## src/hw/rtl/dto_pkg.sv

```systemverilog
// Shared types and constants of the dependency orderer.
// No dependencies.
`default_nettype none

package dto_pkg;

    localparam int NODE_IDS_DEF = 64;
    localparam int MAX_DEPS_DEF = 8;
    localparam int ID_FW = 6;

    typedef enum logic [1:0] {
        OP_ADD     = 2'd0,
        OP_TRACK   = 2'd1,
        OP_RESOLVE = 2'd2,
        OP_CLEAR   = 2'd3
    } op_t;

    typedef enum logic [1:0] {
        ST_OK    = 2'd0,
        ST_CYCLE = 2'd1,
        ST_FULL  = 2'd2
    } st_t;

    typedef enum logic [4:0] {
        S_IDLE, S_DISPATCH, S_GETCNT, S_SCAN_RD, S_SCAN_CMP,
        S_RESP_OK, S_RESP_FULL, S_RESP_CYCLE,
        S_ROOT, S_ROOT_CHK, S_NODE_RD, S_NODE_CNT, S_NODE_LATCH,
        S_STEP, S_DEP, S_TOP_LOAD, S_FINAL
    } state_t;

    typedef enum logic [4:0] {
        DP_NOP, DP_CAPTURE, DP_LOOKUP, DP_GETCNT, DP_SCAN_RD, DP_SCAN_NEXT,
        DP_APPEND, DP_CLEAR_GRAPH, DP_RES_START, DP_PASS2, DP_ROOT_RD,
        DP_ROOT_SKIP, DP_PUSH_ROOT, DP_NODE_RD, DP_NODE_CNT, DP_NODE_LATCH,
        DP_DEP_RD, DP_POP, DP_PUSH_DEP, DP_TOP_LOAD
    } dp_op_t;

    typedef enum logic [2:0] {
        LD_NONE, LD_OK, LD_FULL, LD_CYCLE, LD_FINAL
    } ld_t;

    typedef struct packed {
        dp_op_t op;
        ld_t    ld;
    } cmd_t;

    typedef struct packed {
        op_t  op;
        logic scan_more;
        logic scan_hit;
        logic list_full;
        logic root_more;
        logic root_done;
        logic dep_more;
        logic dep_done;
        logic dep_on_path;
        logic sp_one;
        logic out_free;
        logic pop_wait;
        logic pass2;
    } sts_t;

endpackage

`default_nettype wire

```

## src/hw/rtl/dto_controller.sv

```systemverilog
// Sequencer of the orderer: decodes words, steps the walk, issues datapath commands.
// Depends on dto_pkg.
`default_nettype none

module dto_controller (
    input  wire logic          clk,
    input  wire logic          rst_n,
    input  wire logic          in_valid,
    output logic               in_ready,
    input  wire dto_pkg::sts_t sts,
    output dto_pkg::cmd_t      cmd
);

    dto_pkg::state_t state_reg, state_next;

    always_ff @(posedge clk or negedge rst_n)
    begin
        if (!rst_n)
        begin
            state_reg <= dto_pkg::S_IDLE;
        end
        else
        begin
            state_reg <= state_next;
        end
    end

    always_comb
    begin
        state_next = state_reg;
        cmd.op     = dto_pkg::DP_NOP;
        cmd.ld     = dto_pkg::LD_NONE;
        in_ready   = 1'b0;
        case (state_reg)
            dto_pkg::S_IDLE:
            begin
                in_ready = 1'b1;
                if (in_valid)
                begin
                    cmd.op     = dto_pkg::DP_CAPTURE;
                    state_next = dto_pkg::S_DISPATCH;
                end
            end
            dto_pkg::S_DISPATCH:
            begin
                case (sts.op)
                    dto_pkg::OP_ADD, dto_pkg::OP_TRACK:
                    begin
                        cmd.op     = dto_pkg::DP_LOOKUP;
                        state_next = dto_pkg::S_GETCNT;
                    end
                    dto_pkg::OP_RESOLVE:
                    begin
                        cmd.op     = dto_pkg::DP_RES_START;
                        state_next = dto_pkg::S_ROOT;
                    end
                    default:
                    begin
                        cmd.op     = dto_pkg::DP_CLEAR_GRAPH;
                        state_next = dto_pkg::S_RESP_OK;
                    end
                endcase
            end
            dto_pkg::S_GETCNT:
            begin
                cmd.op     = dto_pkg::DP_GETCNT;
                state_next = (sts.op == dto_pkg::OP_TRACK) ? dto_pkg::S_RESP_OK
                                                          : dto_pkg::S_SCAN_RD;
            end
            dto_pkg::S_SCAN_RD:
            begin
                if (sts.scan_more)
                begin
                    cmd.op     = dto_pkg::DP_SCAN_RD;
                    state_next = dto_pkg::S_SCAN_CMP;
                end
                else if (sts.list_full)
                begin
                    state_next = dto_pkg::S_RESP_FULL;
                end
                else
                begin
                    cmd.op     = dto_pkg::DP_APPEND;
                    state_next = dto_pkg::S_RESP_OK;
                end
            end
            dto_pkg::S_SCAN_CMP:
            begin
                if (sts.scan_hit)
                begin
                    state_next = dto_pkg::S_RESP_OK;
                end
                else
                begin
                    cmd.op     = dto_pkg::DP_SCAN_NEXT;
                    state_next = dto_pkg::S_SCAN_RD;
                end
            end
            dto_pkg::S_RESP_OK:
            begin
                if (sts.out_free)
                begin
                    cmd.ld     = dto_pkg::LD_OK;
                    state_next = dto_pkg::S_IDLE;
                end
            end
            dto_pkg::S_RESP_FULL:
            begin
                if (sts.out_free)
                begin
                    cmd.ld     = dto_pkg::LD_FULL;
                    state_next = dto_pkg::S_IDLE;
                end
            end
            dto_pkg::S_RESP_CYCLE:
            begin
                if (sts.out_free)
                begin
                    cmd.ld     = dto_pkg::LD_CYCLE;
                    state_next = dto_pkg::S_IDLE;
                end
            end
            dto_pkg::S_ROOT:
            begin
                if (sts.root_more)
                begin
                    cmd.op     = dto_pkg::DP_ROOT_RD;
                    state_next = dto_pkg::S_ROOT_CHK;
                end
                else if (!sts.pass2)
                begin
                    // first pass only checks for cycles; second pass emits
                    cmd.op     = dto_pkg::DP_PASS2;
                end
                else
                begin
                    state_next = dto_pkg::S_FINAL;
                end
            end
            dto_pkg::S_ROOT_CHK:
            begin
                if (sts.root_done)
                begin
                    cmd.op     = dto_pkg::DP_ROOT_SKIP;
                    state_next = dto_pkg::S_ROOT;
                end
                else
                begin
                    cmd.op     = dto_pkg::DP_PUSH_ROOT;
                    state_next = dto_pkg::S_NODE_RD;
                end
            end
            dto_pkg::S_NODE_RD:
            begin
                cmd.op     = dto_pkg::DP_NODE_RD;
                state_next = dto_pkg::S_NODE_CNT;
            end
            dto_pkg::S_NODE_CNT:
            begin
                cmd.op     = dto_pkg::DP_NODE_CNT;
                state_next = dto_pkg::S_NODE_LATCH;
            end
            dto_pkg::S_NODE_LATCH:
            begin
                cmd.op     = dto_pkg::DP_NODE_LATCH;
                state_next = dto_pkg::S_STEP;
            end
            dto_pkg::S_STEP:
            begin
                if (sts.dep_more)
                begin
                    cmd.op     = dto_pkg::DP_DEP_RD;
                    state_next = dto_pkg::S_DEP;
                end
                else if (!sts.pop_wait)
                begin
                    cmd.op     = dto_pkg::DP_POP;
                    state_next = sts.sp_one ? dto_pkg::S_ROOT : dto_pkg::S_TOP_LOAD;
                end
            end
            dto_pkg::S_DEP:
            begin
                if (sts.dep_done)
                begin
                    state_next = dto_pkg::S_STEP;
                end
                else if (sts.dep_on_path)
                begin
                    state_next = dto_pkg::S_RESP_CYCLE;
                end
                else
                begin
                    cmd.op     = dto_pkg::DP_PUSH_DEP;
                    state_next = dto_pkg::S_NODE_RD;
                end
            end
            dto_pkg::S_TOP_LOAD:
            begin
                cmd.op     = dto_pkg::DP_TOP_LOAD;
                state_next = dto_pkg::S_NODE_RD;
            end
            dto_pkg::S_FINAL:
            begin
                if (sts.out_free)
                begin
                    cmd.ld     = dto_pkg::LD_FINAL;
                    state_next = dto_pkg::S_IDLE;
                end
            end
            default:
            begin
                state_next = dto_pkg::S_IDLE;
            end
        endcase
    end

endmodule

`default_nettype wire

```

## config.mk

```make
export PLATFORM = sky130hd
export DESIGN_NAME = dto_controller
export DESIGN_NICKNAME = d
export VERILOG_FILES = /design/src/hw/rtl/dto_pkg.sv /design/src/hw/rtl/dto_controller.sv
export SDC_FILE = /design/constraint.sdc
export NUM_CORES = 1
export LEC_CHECK = 0
export BUFFER_PORTS_ARGS = -buffer_cell sky130_fd_sc_hd__buf_2
export CAP_MARGIN = 20
export CELL_PAD_IN_SITES_DETAIL_PLACEMENT = 1
export CELL_PAD_IN_SITES_GLOBAL_PLACEMENT = 2
export CORE_ASPECT_RATIO = 0.75
export CORE_MARGIN = 5
export CORE_UTILIZATION = 25
export DETAILED_ROUTE_END_ITERATION = 12
export PLACE_DENSITY_LB_ADDON = 0.08
export SYNTH_ARGS = -nofsm -noshare
export SYNTH_HDL_FRONTEND = slang
export SYNTH_SLANG_ARGS = --single-unit
export TNS_END_PERCENT = 5
```

## constraint.sdc

```tcl
create_clock -name clk -period 2.1 [get_ports clk]
set_input_delay 0.315 -clock clk [delete_from_list [all_inputs] [get_ports clk]]
set_output_delay 0.315 -clock clk [all_outputs]
set_load 0.01 [all_outputs]
```

==> out/qor.yml <==
yosys:
  synth_area_leaders: "dfrtp_1 15%, mux2_4 7.1%, a21oi_1 5.3%, nor2_1 5.3%, nor3_1 4.7%"
  yosysTopAreaCell: "dfrtp_1"
  syn_avg_cell_area_um2: 7.398
  synthArstFlopShare_pct: 100.0
  synthesis.area_um2: 850.8
  syn_nets: 132
  ys_types: 39
  synth-edff-count: 0
  yosysWarnings: 0
  ys_ff_latch: 5
  yosysTopAreaCellShare_pct: 14.71
  synth_common_cells: "12 x nor2_1, 9 x a21oi_1, 8 x nor3_1, 6 x nand2b_1"
  syn_inst: 115
  ys_seq_area_share_pct: 14.71
  synth_flop_cell: "dfrtp_1"
  yosysMostFrequentCell: "nor2_1"
setup_path:
  endpoint_kind: "output port"
  critPathKind: "flip-flop to output port"
  worstPathRequired_ps: 1780
  worstSetupStartpointType: "flip-flop"
  worst_ep_arrival_time_ps: 1800
  path_buf_inv: 2
  cpLargestDelayFamily: "compound AO/OA/AOI/OAI gates"
  crit_chain: "buf_6 -> or3_4 -> o32a_1 -> o2111ai_2 -> buf_2"
  cp_max_fo: 6
  crit_slowest_cell: "dfrtp_2"
  max_stage_delay_ps: 430
timing:
  setup_viol_count_final: 1
  slew_headroom_pct: 71.98
  final_max_slew_viol_count: 0
  period_share_pct: 100.5
  layout_setup_ws_ps: -10.96
  tightest_slew_ps: 415.9
  skew_ps: 2.439
  grt_setup_unrepaired: "true"
  hold_ws_ps: 442.3
  finalHoldViolCount: 0
  fin_crit_ps: 2111
  fmax_mhz: 473.7
drt:
  top_layer: "met4"
  first_pass_iters: 4
  num_vias: 1099
  avgRoutedWirePerCell_um: 18.27
  vias_per_cell: 5.468
  routed_wl_um: 3672
  route.detailed.drc: 0
  antenna_left: 0
  drt_first_iter_violations: 28
  wl_met3_um: 196
  drt-met1-wl_um: 1770
  met2WireLength_um: 1668
power_and_ir_drop:
  p_leak_uw: 0.0005524
  powerDensity_nw_per_um2: 1432
  power.total_uw: 1872
  ir_drop_uv: 481.8
run:
  cap_violations: 0
floorplan:
  die-width_um: 77.36
  fp-row-count: 18
  io-pin-count: 26
  die_area_um2: 4682
  core_region_area_um2: 3288
  die_height_um: 60.52
  start_util_pct: 25.88
cts:
  clkSlewWorstSetupHoldPaths_ps: 40
  htreeDepth: 1
  clock_sinks: 5
  cts_buffers: 3
  clock_latency_ps: 230
  cts_tree: "built"
  clk_path_buf_depth: 2
  clock-root-buffer: "clkbuf_8"
worst_hold_path:
  hold_path_class: "input port to async pin"
final_layout:
  num_antenna_cells: 0
  largest_reg_flops: 5
  drive_gt1_share_pct: 49.69
  register_area_um2: 131.4
  area_growth_syn_to_layout_pct: 53.68
  final_cell_count_no_fill: 201
  postLayoutCellArea_um2: 1308
  multi_input_area_um2: 730.7
  nNetsFinal: 179
  fillCellCount: 416
placement:
  pre_cts_ws_ps: 93.45
  gp_congestion: 0.9389
  hpwlAfterDp_um: 2855
  dp.cells: 187
  place_area_um2: 1102
  numPortBuffers: 25
grt:
  antenna_found_initial: 0
  grt_pass1_vias: 1146
  grt_pass1_wl_um: 5920
  grt_max_degree: 13
  track_usage_pct: 15.75
  grt.overflow.total: 0
status:
  violations: "setup timing"
  status: "finished with violations"
timing repair:
item | in CTS | in global routing
hold buffers | 1 | 0
hold endpoints to repair | 5 | 0
pin swaps | 0 | 2
gates resized for setup | 10 | 13
gates cloned | 0 | 1
setup buffers | 3 | 5
setup endpoints to repair | 5 | 5
worst paths after layout:
path / start / end / slack, ps / cells after the start
min in group clk: sts[4] / state_reg[3] / 540 / 4
max reg2reg: state_reg[0] / state_reg[0] / 180 / 6
max: state_reg[0] / cmd[3] / -10 / 5
max in group asynchronous: rst_n / state_reg[2] / 1500 / 2
min reg2reg: state_reg[4] / state_reg[4] / 630 / 1
min: rst_n / state_reg[3] / 440 / 2
cell usage in the layout (no fill, tap or decap), drive strengths merged, types with 2 or more instances in the layout:
cell     synthesis  final
nor4             4      4
or3              3      3
mux2             4      4
a21oi            9      9
nand3b           2      2
buf              7     51
o2111ai          3      3
nand4            2      2
nor3b            2      2
inv              4      4
clkbuf           3      4
nor2b            3      3
a31oi            2      2
nand3            3      3
o21ai            5      5
nand2b           6      6
o21bai           3      3
nor4b            4      4
nor3             8      8
o211ai           2      2
nand2            4      4
dfrtp            5      5
nor2            12     12
o32a             2      2
nand4b           2      2
report_power, final:
part,internal [uW],switching [uW],total [uW]
clock,131,54.4,185
sequential,144,97.4,242
combinational,723,722,1450
routing by layer:
metal  GRT usage (%)  vias to the layer above
li1                -                      530
met5               0                        -
met2           25.54                       33
met4           3.922                        0
met3           4.006                        4
met1           21.25                      532
logic make-up after synthesis:
kind of cell           after synthesis  share of synthesized area [%]
AOI/OAI and AO/OA                   32                          27.79
buffers and inverters               14                          7.793
DFF                                  5                          14.71
muxes                                5                          8.236
and+or+nand+nor                     59                          41.47
worst reg2reg max path: cells and delay by family, from the launching register on:
family,cells,cell delay [ps]
buffers and inverters,1,150
and+or+nand+nor,2,560
AOI/OAI and AO/OA,2,320
muxes,1,340
DFF,1,430
per-stage QoR:
stage	util, %	TNS, ps
global placement	33.52	0
global route	39.76	-143.5
floorplan	-	0
detailed placement	33.52	0
CTS	36.91	-24.10
finish	39.76	-10.96
final cells by class:
class | instances | share of cell area, %
clock buffers | 4 | 3.445
inverters | 4 | 1.148
multi-input cells | 96 | 55.89
flip-flops and latches | 5 | 10.05
well taps | 40 | 3.828
repair buffers | 52 | 25.65
No activity file was read; power rests on OpenSTA's default activity.
